--- src/rtl/fbda_pkg.sv ---
// Package for the five-button debounce and auto-repeat block.
// Holds the sizes, codes and shared types; depends on nothing else.
package fbda_pkg;

  // Block sizes.
  localparam int NUM_BUTTONS    = 5;
  localparam int TIME_BITS      = 32;
  localparam int REPEAT_BUTTONS = 2;
  localparam int CFG_W          = 16;
  localparam int CODE_W         = 3;
  localparam int CFG_IDX_W      = 2;
  localparam int BTN_IDX_W      = $clog2(NUM_BUTTONS);

  // Command codes carried by the input item.
  localparam logic CMD_START = 1'b0;
  localparam logic CMD_POLL  = 1'b1;

  // Configuration register indexes.
  localparam logic [CFG_IDX_W-1:0] CFG_DEBOUNCE = 2'd0;
  localparam logic [CFG_IDX_W-1:0] CFG_DELAY    = 2'd1;
  localparam logic [CFG_IDX_W-1:0] CFG_INTERVAL = 2'd2;

  // Configuration reset values in milliseconds.
  localparam logic [CFG_W-1:0] DEBOUNCE_RST = 16'd30;
  localparam logic [CFG_W-1:0] DELAY_RST    = 16'd500;
  localparam logic [CFG_W-1:0] INTERVAL_RST = 16'd200;

  // Timing configuration as seen by the state logic.
  typedef struct packed {
    logic [CFG_W-1:0] debounce_ms;
    logic [CFG_W-1:0] repeat_delay_ms;
    logic [CFG_W-1:0] repeat_interval_ms;
  } cfg_t;

  // One result item.
  typedef struct packed {
    logic              event_ready;
    logic [CODE_W-1:0] action_code;
  } result_t;

endpackage

--- src/rtl/fbda_core.sv ---
// Button state registers with the debounce, press detection and repeat logic.
// Depends on fbda_pkg.
module fbda_core (
  input  logic                            clk,
  input  logic                            rst_n,
  input  logic                            step_en,
  input  logic                            cmd,
  input  logic [fbda_pkg::NUM_BUTTONS-1:0] pin_levels,
  input  logic [fbda_pkg::TIME_BITS-1:0]  now_ms,
  input  fbda_pkg::cfg_t                  cfg,
  output fbda_pkg::result_t               result
);
  import fbda_pkg::*;

  logic                       started_r, started_nxt;
  logic [NUM_BUTTONS-1:0]     raw_r, raw_nxt;
  logic [NUM_BUTTONS-1:0]     stable_r, stable_nxt;
  logic [NUM_BUTTONS-1:0]     armed_r, armed_nxt;
  logic [TIME_BITS-1:0]       lct_r [NUM_BUTTONS];
  logic [TIME_BITS-1:0]       lct_nxt [NUM_BUTTONS];
  logic [TIME_BITS-1:0]       nrt_r [NUM_BUTTONS];
  logic [TIME_BITS-1:0]       nrt_nxt [NUM_BUTTONS];

  // Control state is cleared by reset; the time stamps are rewritten on start.
  always_ff @(posedge clk) begin
    if (!rst_n) begin
      started_r <= 1'b0;
      raw_r     <= '0;
      stable_r  <= '0;
      armed_r   <= '0;
    end else begin
      started_r <= started_nxt;
      raw_r     <= raw_nxt;
      stable_r  <= stable_nxt;
      armed_r   <= armed_nxt;
    end
  end

  always_ff @(posedge clk) begin
    lct_r <= lct_nxt;
    nrt_r <= nrt_nxt;
  end

  // Next state and the result for the item in the input register.
  always_comb begin
    logic                   pressed;
    logic [TIME_BITS-1:0]   elapsed;
    logic [TIME_BITS-1:0]   diff;
    logic [NUM_BUTTONS-1:0] new_press;
    logic [REPEAT_BUTTONS-1:0] due;
    logic [BTN_IDX_W-1:0]   sel;

    started_nxt = started_r;
    raw_nxt     = raw_r;
    stable_nxt  = stable_r;
    armed_nxt   = armed_r;
    lct_nxt     = lct_r;
    nrt_nxt     = nrt_r;
    result      = '0;
    pressed     = 1'b0;
    elapsed     = '0;
    diff        = '0;
    new_press   = '0;
    due         = '0;
    sel         = '0;

    if (step_en) begin
      if (cmd == CMD_START) begin
        // A start seeds every button from the pins and disarms all repeats.
        for (int i = 0; i < NUM_BUTTONS; i++) begin
          raw_nxt[i]    = ~pin_levels[i];
          stable_nxt[i] = ~pin_levels[i];
          armed_nxt[i]  = 1'b0;
          lct_nxt[i]    = now_ms;
          nrt_nxt[i]    = '0;
        end
        started_nxt = 1'b1;
      end else if (started_r) begin
        // Per-button change tracking and debounce, all buttons in parallel.
        for (int i = 0; i < NUM_BUTTONS; i++) begin
          pressed = ~pin_levels[i];
          if (pressed != raw_r[i]) begin
            raw_nxt[i] = pressed;
            lct_nxt[i] = now_ms;
            if (!pressed) begin
              armed_nxt[i] = 1'b0;
              nrt_nxt[i]   = '0;
            end
          end
          elapsed = now_ms - lct_nxt[i];
          if ((stable_r[i] != raw_nxt[i]) && (elapsed >= TIME_BITS'(cfg.debounce_ms))) begin
            stable_nxt[i] = raw_nxt[i];
            if (raw_nxt[i]) begin
              nrt_nxt[i]   = now_ms + TIME_BITS'(cfg.repeat_delay_ms);
              armed_nxt[i] = 1'b1;
              new_press[i] = 1'b1;
            end else begin
              armed_nxt[i] = 1'b0;
              nrt_nxt[i]   = '0;
            end
          end
        end

        if (|new_press) begin
          // The lowest-index new press wins.
          for (int i = NUM_BUTTONS - 1; i >= 0; i--) begin
            if (new_press[i]) begin
              sel = BTN_IDX_W'(i);
            end
          end
          result.event_ready = 1'b1;
          result.action_code = CODE_W'(sel);
        end else begin
          // Repeat check on the held buttons that auto-repeat.
          for (int i = 0; i < REPEAT_BUTTONS; i++) begin
            diff   = now_ms - nrt_nxt[i];
            due[i] = raw_nxt[i] & stable_nxt[i] & armed_nxt[i] & ~diff[TIME_BITS-1];
          end
          for (int i = REPEAT_BUTTONS - 1; i >= 0; i--) begin
            if (due[i]) begin
              sel = BTN_IDX_W'(i);
            end
          end
          if (|due) begin
            nrt_nxt[sel]       = now_ms + TIME_BITS'(cfg.repeat_interval_ms);
            result.event_ready = 1'b1;
            result.action_code = CODE_W'(sel);
          end
        end
      end
    end
  end

endmodule

--- src/rtl/five_button_debounce_autorepeat.sv ---
// Top level of the five-button debounce and auto-repeat block.
// Holds the input and output registers and the configuration registers;
// depends on fbda_pkg and fbda_core.
//
// Usage:
//   Input channel (in_valid / in_stall) carries cmd, pin_levels (active low)
//   and now_ms. A start command seeds the button state; polls then debounce
//   the pins and report presses and Up/Down auto-repeats.
//   Output channel (out_valid / out_stall) returns one result per item:
//   out_event_ready and out_action_code (0 when no event).
//   Configuration port (cfg_valid / cfg_ready, cfg_index, cfg_data) writes
//   debounce_ms, repeat_delay_ms and repeat_interval_ms; it is always ready
//   and should be written only while the block is idle.
// Path: each item is held in the input register, passes through the state
//   update logic and is held in the result register until it transfers.
// Throughput: one item per cycle unless out_stall holds a result, set by the
//   single pass through the update logic between input and result registers.
// Reset: clears both pipeline stages, the button state and loads the default
//   timings (30, 500, 200 ms). Polls before the first start give no event.
// Stall: while out_stall holds a waiting result, the pipeline freezes; an
//   item still enters the empty input register, then in_stall rises.
module five_button_debounce_autorepeat (
  input  logic                              clk,
  input  logic                              rst_n,
  input  logic                              in_valid,
  output logic                              in_stall,
  input  logic                              in_cmd,
  input  logic [fbda_pkg::NUM_BUTTONS-1:0]  in_pin_levels,
  input  logic [fbda_pkg::TIME_BITS-1:0]    in_now_ms,
  output logic                              out_valid,
  input  logic                              out_stall,
  output logic                              out_event_ready,
  output logic [fbda_pkg::CODE_W-1:0]       out_action_code,
  input  logic                              cfg_valid,
  output logic                              cfg_ready,
  input  logic [fbda_pkg::CFG_IDX_W-1:0]    cfg_index,
  input  logic [fbda_pkg::CFG_W-1:0]        cfg_data
);
  import fbda_pkg::*;

  logic                   s1_valid_r;
  logic                   s1_cmd_r;
  logic [NUM_BUTTONS-1:0] s1_pins_r;
  logic [TIME_BITS-1:0]   s1_now_r;
  logic                   out_valid_r;
  result_t                out_res_r;
  cfg_t                   cfg_r;
  result_t                step_res;
  logic                   advance;
  logic                   in_take;

  // Stage one moves on when the output register is empty or being drained.
  assign advance  = s1_valid_r && (!out_valid_r || !out_stall);
  assign in_stall = s1_valid_r && !advance;
  assign in_take  = in_valid && !in_stall;

  // Input register.
  always_ff @(posedge clk) begin
    if (!rst_n) begin
      s1_valid_r <= 1'b0;
    end else if (in_take) begin
      s1_valid_r <= 1'b1;
    end else if (advance) begin
      s1_valid_r <= 1'b0;
    end
  end

  always_ff @(posedge clk) begin
    if (in_take) begin
      s1_cmd_r  <= in_cmd;
      s1_pins_r <= in_pin_levels;
      s1_now_r  <= in_now_ms;
    end
  end

  // Button state and event logic.
  fbda_core u_core (
    .clk        (clk),
    .rst_n      (rst_n),
    .step_en    (advance),
    .cmd        (s1_cmd_r),
    .pin_levels (s1_pins_r),
    .now_ms     (s1_now_r),
    .cfg        (cfg_r),
    .result     (step_res)
  );

  // Result register.
  always_ff @(posedge clk) begin
    if (!rst_n) begin
      out_valid_r <= 1'b0;
    end else if (advance) begin
      out_valid_r <= 1'b1;
    end else if (!out_stall) begin
      out_valid_r <= 1'b0;
    end
  end

  always_ff @(posedge clk) begin
    if (advance) begin
      out_res_r <= step_res;
    end
  end

  assign out_valid       = out_valid_r;
  assign out_event_ready = out_res_r.event_ready;
  assign out_action_code = out_res_r.action_code;

  // Configuration registers; an unknown index is ignored.
  assign cfg_ready = 1'b1;

  always_ff @(posedge clk) begin
    if (!rst_n) begin
      cfg_r.debounce_ms        <= DEBOUNCE_RST;
      cfg_r.repeat_delay_ms    <= DELAY_RST;
      cfg_r.repeat_interval_ms <= INTERVAL_RST;
    end else if (cfg_valid && cfg_ready) begin
      case (cfg_index)
        CFG_DEBOUNCE: cfg_r.debounce_ms        <= cfg_data;
        CFG_DELAY:    cfg_r.repeat_delay_ms    <= cfg_data;
        CFG_INTERVAL: cfg_r.repeat_interval_ms <= cfg_data;
        default: begin
        end
      endcase
    end
  end

endmodule

--- config.mk ---
export PLATFORM = sky130hd
export DESIGN_NAME = five_button_debounce_autorepeat
export DESIGN_NICKNAME = d
export VERILOG_FILES = /design/src/rtl/fbda_pkg.sv /design/src/rtl/fbda_core.sv /design/src/rtl/five_button_debounce_autorepeat.sv
export SDC_FILE = /design/constraint.sdc
export NUM_CORES = 1
export LEC_CHECK = 0
export ABC_AREA = 1
export ABC_CLOCK_PERIOD_IN_PS = 7900
export CAP_MARGIN = 20
export CORE_MARGIN = 4
export CORE_UTILIZATION = 45
export CTS_BUF_LIST = sky130_fd_sc_hd__clkbuf_8
export DETAILED_ROUTE_END_ITERATION = 8
export DONT_BUFFER_PORTS = 1
export GPL_ROUTABILITY_DRIVEN = 1
export PLACE_DENSITY = 0.63
export SKIP_CTS_REPAIR_TIMING = 1
export SLEW_MARGIN = 20
export SYNTH_ARGS = -nofsm -noshare
export SYNTH_HDL_FRONTEND = slang
export SYNTH_SLANG_ARGS = --single-unit
--- constraint.sdc ---
create_clock -name clk -period 7.9 [get_ports clk]
set_input_delay 2.37 -clock clk [delete_from_list [all_inputs] [get_ports clk]]
set_output_delay 2.37 -clock clk [all_outputs]
set_load 0.05 [all_outputs]
== After elaboration in Yosys (flattened, before gate mapping) ==
Cells that the tools add are included.
Word-level totals
  bits in registers: 425
  input bits: 61
  logic and storage cells: 256
Cells by class
  add/subtract/negate cells: 9
  magnitude comparators: 7
  equal/unequal tests: 17
  muxes and demuxes: 154
  bitwise logic cells: 15
  reductions and logical operators: 27
Operators with widths (count)
  two-way mux 32 bit: 56
  two-way mux 160 bit: 5
  subtractor 32 bit: 7
  bitwise mux 160 bit: 1
  greater-or-equal comparator 32 x 16 -> 1 bit: 5
  demux 32 bit (select 3 bit): 1
  two-way mux 1 bit: 74
  adder 32 x 16 -> 32 bit: 2
  two-way mux 3 bit: 9
  two-way mux 5 bit: 4
  AND reduction 2 bit: 6
  != test 1 bit: 10
  != test 2 x 1 -> 1 bit, second input constant: 5
  logical AND 1 bit: 9
  AND reduction 3 bit: 3
  two-way mux 4 bit: 2
  inverter 1 bit: 8
  AND 1 bit: 6
  OR reduction 5 bit: 1
  greater-or-equal comparator 4 bit, second input constant: 1
  logical NOT 1 bit: 4
  < comparator 4 x 1 -> 1 bit, second input constant: 1
  two-way mux 2 bit: 2
  inverter 3 -> 4 bit: 1
  other kinds (6): 6

== Logic depth before layout (Yosys ltp) ==
  depth in word-level cells: 31
  mapped depth: 54
  gate-level depth less buffers: 48

== Modules after synthesis ==
A second synthesis with hierarchy kept.
Unflattened totals
  cells, all modules: 4303
  area total of the unflattened synthesis: 30478.0 sq um
Modules (own cells, without submodules)
  fbda_core: instances 1, cells each 3957, area an instance 27067.2 sq um
  five_button_debounce_autorepeat: instances 1, cells each 346, area an instance 3410.8 sq um

== Least setup slack after synthesis ==
No wires, ideal clock.
  path type: in2reg
  start point: input port out_stall
  end point: register u_core.lct_r[0] (netlist bit), enable pin
  library setup time: 0.577 ns
  arrival time: 7.495 ns
  required time: 7.323 ns
  slack: -0.172 ns
  stages on the path: 7
  path buffers: 0
  path through: nand2_1 > inv_1 > nor2_1 > inv_1 > nor2_1 > nor2_1 > inv_1
On the way
  word-level cells in the longest chain between the ends: 4
RTL lines
  start, declared: line five_button_debounce_autorepeat.sv:31  | input logic out_stall,
  logical NOT 1 bit
  logical OR 1 bit: line five_button_debounce_autorepeat.sv:53  | assign advance = s1_valid_r && (!out_valid_r || !out_stall);
  logical AND 1 bit: line five_button_debounce_autorepeat.sv:53
  net advance: line five_button_debounce_autorepeat.sv:49  | logic advance;
  AND reduction 2 bit (no source line)
  end signal, assigned: line fbda_core.sv:40  | lct_r <= lct_nxt;
  end, declared: line fbda_core.sv:19  | logic [TIME_BITS-1:0] lct_r [NUM_BUTTONS];
The timed path passes the listed nets, and every way through them passes these cells.
A chain may end at the register's enable or synchronous reset.

== Worst setup path after layout ==
  start point: register u_core.raw_r[0]
  end point: register u_core.nrt_r[108] (netlist bit), data pin
On the way
  word-level cells in the longest chain between the ends: 29
RTL lines
  start, declared: line fbda_core.sv:16  | logic [NUM_BUTTONS-1:0] raw_r, raw_nxt;
  start signal, assigned: line fbda_core.sv:33  | raw_r <= raw_nxt;
  != test 1 bit: line fbda_core.sv:82  | if (pressed != raw_r[i]) begin
  two-way mux 32 bit: line fbda_core.sv:82
  two-way mux 32 bit: line fbda_core.sv:78  | end else if (started_r) begin
  two-way mux 32 bit: line fbda_core.sv:68  | if (cmd == CMD_START) begin
  two-way mux 32 bit: line fbda_core.sv:67  | if (step_en) begin
  subtractor 32 bit: line fbda_core.sv:90  | elapsed = now_ms - lct_nxt[i];
  greater-or-equal comparator 32 x 16 -> 1 bit: line fbda_core.sv:91  | if ((stable_r[i] != raw_nxt[i]) && (elapsed >= TIME_BITS'(cfg.debounce_ms))) begin
  logical AND 1 bit: line fbda_core.sv:91
  [13 not listed]
  greater-or-equal comparator 4 bit (implied by the code) / < comparator 4 x 1 -> 1 bit (equally long branches): line fbda_core.sv:125  | nrt_nxt[sel] = now_ms + TIME_BITS'(cfg.repeat_interval_ms);
  logical AND 1 bit (implied by the code): line fbda_core.sv:125
  two-way mux 32 bit (implied by the code): line fbda_core.sv:125
  demux 32 bit (select 3 bit): line fbda_core.sv:125
  bitwise mux 160 bit: line fbda_core.sv:125
  two-way mux 160 bit: line fbda_core.sv:124  | if (|due) begin
  two-way mux 160 bit (*): line fbda_core.sv:104  | if (|new_press) begin
  two-way mux 160 bit (*): line fbda_core.sv:78
  end signal, assigned: line fbda_core.sv:41  | nrt_r <= nrt_nxt;
  end, declared: line fbda_core.sv:21  | logic [TIME_BITS-1:0] nrt_r [NUM_BUTTONS];
Every way passes the cells marked *; elsewhere a longest branch is shown, timed or not. The select of a mux whose other input is x is not followed.

==> flow_metrics.py <==
metrics = {
    "outcome": {
        "run_status": "complete, no violations",
    },
    "setup_path": {
        "reg2regPathDepth": 44,
        "setup.reg_to_reg.worst_slack_ps": 570,
        "crit_type": "reg -> reg",
        "critical_path_arrival_ps": 7780,
        "critPathLaunch": "u_core.raw_r[0]",
        "setup.worst_path.end": "u_core.nrt_r[108]",
        "critPathTopFamily": "simple AND/OR/NAND/NOR gates",
        "worstSetupStartpointType": "register",
        "crit_path_top_delay_cell": "sky130_fd_sc_hd__ha_2",
        "timing.critical_path.to_type": "register",
        "worstPathBufferInverterCount": 10,
        "worst_path_most_repeated_cell": "sky130_fd_sc_hd__nand2_1",
        "critical_path_depth": 44,
        "cp_max_fo": 32,
        "timing.rr.end": "u_core.nrt_r[108]",
        "largest_stage_delay_worst_path_ps": 380,
        "worst_r2r_startpoint": "u_core.raw_r[0]",
        "cp.required_ps": 8350,
    },
    "synthesis": {
        "synth_enable_flop_cells": 266,
        "yosysTopAreaCell": "sky130_fd_sc_hd__edfxtp_1",
        "syn_area_sq_mm": 0.0300,
        "yosys.area.top_type_share": 0.266,
        "synth.net_count": 4550,
        "synth-simple-area-share": 0.242,
        "yosys_warnings": 0,
        "synth-seq-area-share": 0.308,
        "synth.mux.area_fraction": 0.0117,
        "syn-mean-instance-area_sq_um": 7.20,
        "yosys.area_share.adder": 0.136,
        "synth_top_family_by_area": "simple AND/OR/NAND/NOR gates",
        "postSynthRegisterBits": 329,
        "syn_inst": 4167,
        "synth_compound_area_frac": 0.165,
        "post_synth_xor_area_fraction": 0.0517,
        "dominantRegCellSynth": "sky130_fd_sc_hd__edfxtp_1",
        "synth_top_cells_by_area": "sky130_fd_sc_hd__edfxtp_1 (27%), sky130_fd_sc_hd__ha_1 (13%), sky130_fd_sc_hd__nand2_1 (11%)",
        "synth_async_sr_flop_share": 0,
        "synth_cell_types": 57,
    },
    "global_routing": {
        "number_of_global_route_vias_before_repair": 26300,
        "gr-usage-met2": 0.440,
        "global_route.usage.met3": 0.0434,
        "grt.met1_usage": 0.421,
        "grt_busiest_layer": "met2",
        "grt_first_pass_wirelength_mm": 160,
        "grt_usage": 0.288,
        "antenna_violations_before_repair": 4,
        "gr-total-overflow": 0,
        "grt_start_max_net_pins": 126,
    },
    "place": {
        "port-buffer-count": 0,
        "post-dp-hpwl_mm": 81.2,
        "finalWeightedCongestion": 1.01,
    },
    "timing": {
        "final_hold_viol_count": 0,
        "worst_hold_slack_ps": 471,
        "rsz0062_at_grt": "false",
        "timing.slew.headroom": 0.312,
        "max_freq_mhz": 136,
        "finalMaxSlewViolations": 0,
        "fin_crit_ps": 7330,
        "fin_tns_setup_ps": 0,
        "clock_skew_ps": 56.1,
        "worst-slew-pin-transition_ps": 1030,
        "finalCritPeriodShare": 0.928,
        "finalSetupViolCount": 0,
    },
    "job": {
        "max_cap_violations": 0,
    },
    "clocking": {
        "h-tree-depth": 2,
        "tritoncts": "done",
        "cts_buffers": 59,
        "clock_pin_slew_on_the_worst_setup_and_hold_paths_ps": 70,
        "clk_root_buffer_cell": "sky130_fd_sc_hd__clkbuf_8",
        "clock_sink_count": 329,
        "max-clock-path-buffers": 3,
        "worst_skew_pair.late_latency_ps": 700,
    },
    "layout": {
        "design.final.nets": 4585,
        "layout_common_cells": "sky130_fd_sc_hd__nand2_1 (896), sky130_fd_sc_hd__inv_1 (498), sky130_fd_sc_hd__nor2_1 (432)",
        "filler_cell_count": 6659,
        "area.growth.synth_to_final_pct": 8.74,
        "most_common_cell_after_layout_fill_and_taps_aside": "sky130_fd_sc_hd__nand2_1",
        "multi_input_combinational_cell_area_sq_mm": 0.0182,
        "register_area_sq_mm": 0.00925,
        "layout-drive-gt1-share": 0.0675,
    },
    "route": {
        "post_drt_wl_per_cell_um": 20.5,
        "first_pass_iters": 6,
        "postRouteWirelength_mm": 105,
        "first_iter_violations": 3283,
        "detail-route-antenna-nets": 0,
        "route.vias.total": 29100,
        "via_per_inst": 5.69,
        "drcViolationCount": 0,
    },
    "worst_hold_path": {
        "timing.hold.worst.class": "reg -> reg",
        "hold-path-cell-count": 2,
    },
    "power": {
        "leakage_power_summed_over_all_cells_nw": 15.0,
        "irDropWorstVdd_uv": 135,
        "powerDensity_mw_per_mm2": 193,
    },
    "die": {
        "chipWidth_um": 266,
        "fp.coreArea_sq_mm": 0.0659,
        "initial_core_utilization": 0.455,
        "fp.dieArea_sq_mm": 0.0708,
        "rows": 94,
        "floorplan.io_pins": 68,
        "die_height_um": 266,
    },
}
logic make-up after synthesis:
logic type	count (synthesis)
adders and majority gates	322
buffers and inverters	662
AOI/OAI and AO/OA	915
xor gates and xnor gates	177
and+or+nand+nor	1726
other	1
muxes	35
DFF	329
where the power goes:
group          internal, mW  leakage [nW]  switching [mW]  total [mW]
combinational         0.897          11.3            1.71        2.60
clock                 0.851         0.668           0.809        1.66
sequential             1.99          3.01          0.0518        2.04
cell usage after synthesis, drive strengths merged, types with 20 or more instances:
cell and instances:
inv 535, ha 317, mux2i 35, clkbuf 90
nor2 443, o21ai 412, xnor2 52, o32ai 20
nand4 71, a21oi 368, nor3 43, buf 29
nand3 227, a31oi 21, dfxtp 63, nand2 915
xor2 125, edfxtp 266
final cells by class:
cell class              count  share of cell area
repair buffers             92              0.0251
well taps                 864              0.0332
flip-flops and latches    329               0.284
inverters                 543              0.0630
clock inverters            40             0.00718
multi-input cells        3176               0.559
repair inverters            1            0.000230
clock buffers              68              0.0287
diodes                      3            0.000230
worst register-to-register path, delay by kind of cell, from the launching register on:
kind            cells  cell delay (ps)
xor+xnor            1              150
fa+ha+maj           3              960
simple gates       24             2910
flops               1              350
buf+inv            10             1560
compound gates      6             1150
routing by layer:
layer	wire length (um)	vias up	share of wire
li1	-	14200	-
met1	47600	13400	0.45
met5	0	-	0
met3	8980	203	0.086
met4	3570	0	0.034
met2	44800	1263	0.43
flip-flops by register name, indices dropped and copies added (netlist names), 2 cells and up:
name             flops
u_core.lct_r       160
u_core.nrt_r        64
cfg_r               48
s1_now_r            32
s1_pins_r            5
u_core.raw_r         5
u_core.stable_r      5
out_action_code      3
u_core.armed_r       2
per-stage QoR:
stage,util,instance area (sq um),instances,worst slack (ps),total power [mW]
after floorplan,-,30000,4167,1060,3.92
after global placement,0.476,31400,5002,390,4.58
after detailed placement,0.476,31400,5002,218,4.60
after CTS,0.494,32500,5110,181,6.26
after global routing,0.495,32600,5114,40.6,6.73
final,0.495,32600,5116,568,6.31
how the worst min path moves through the flow:
stage | startpoint | endpoint
after floorplan | cfg_r[3] | cfg_r[3]
after global placement | u_core.armed_r[1] | u_core.armed_r[1]
after detailed placement | u_core.armed_r[0] | u_core.armed_r[0]
after CTS | u_core.armed_r[0] | u_core.armed_r[0]
after global routing | u_core.armed_r[0] | u_core.armed_r[0]
final | cfg_r[19] | cfg_r[19]
Power figures use the tool's default switching activity.
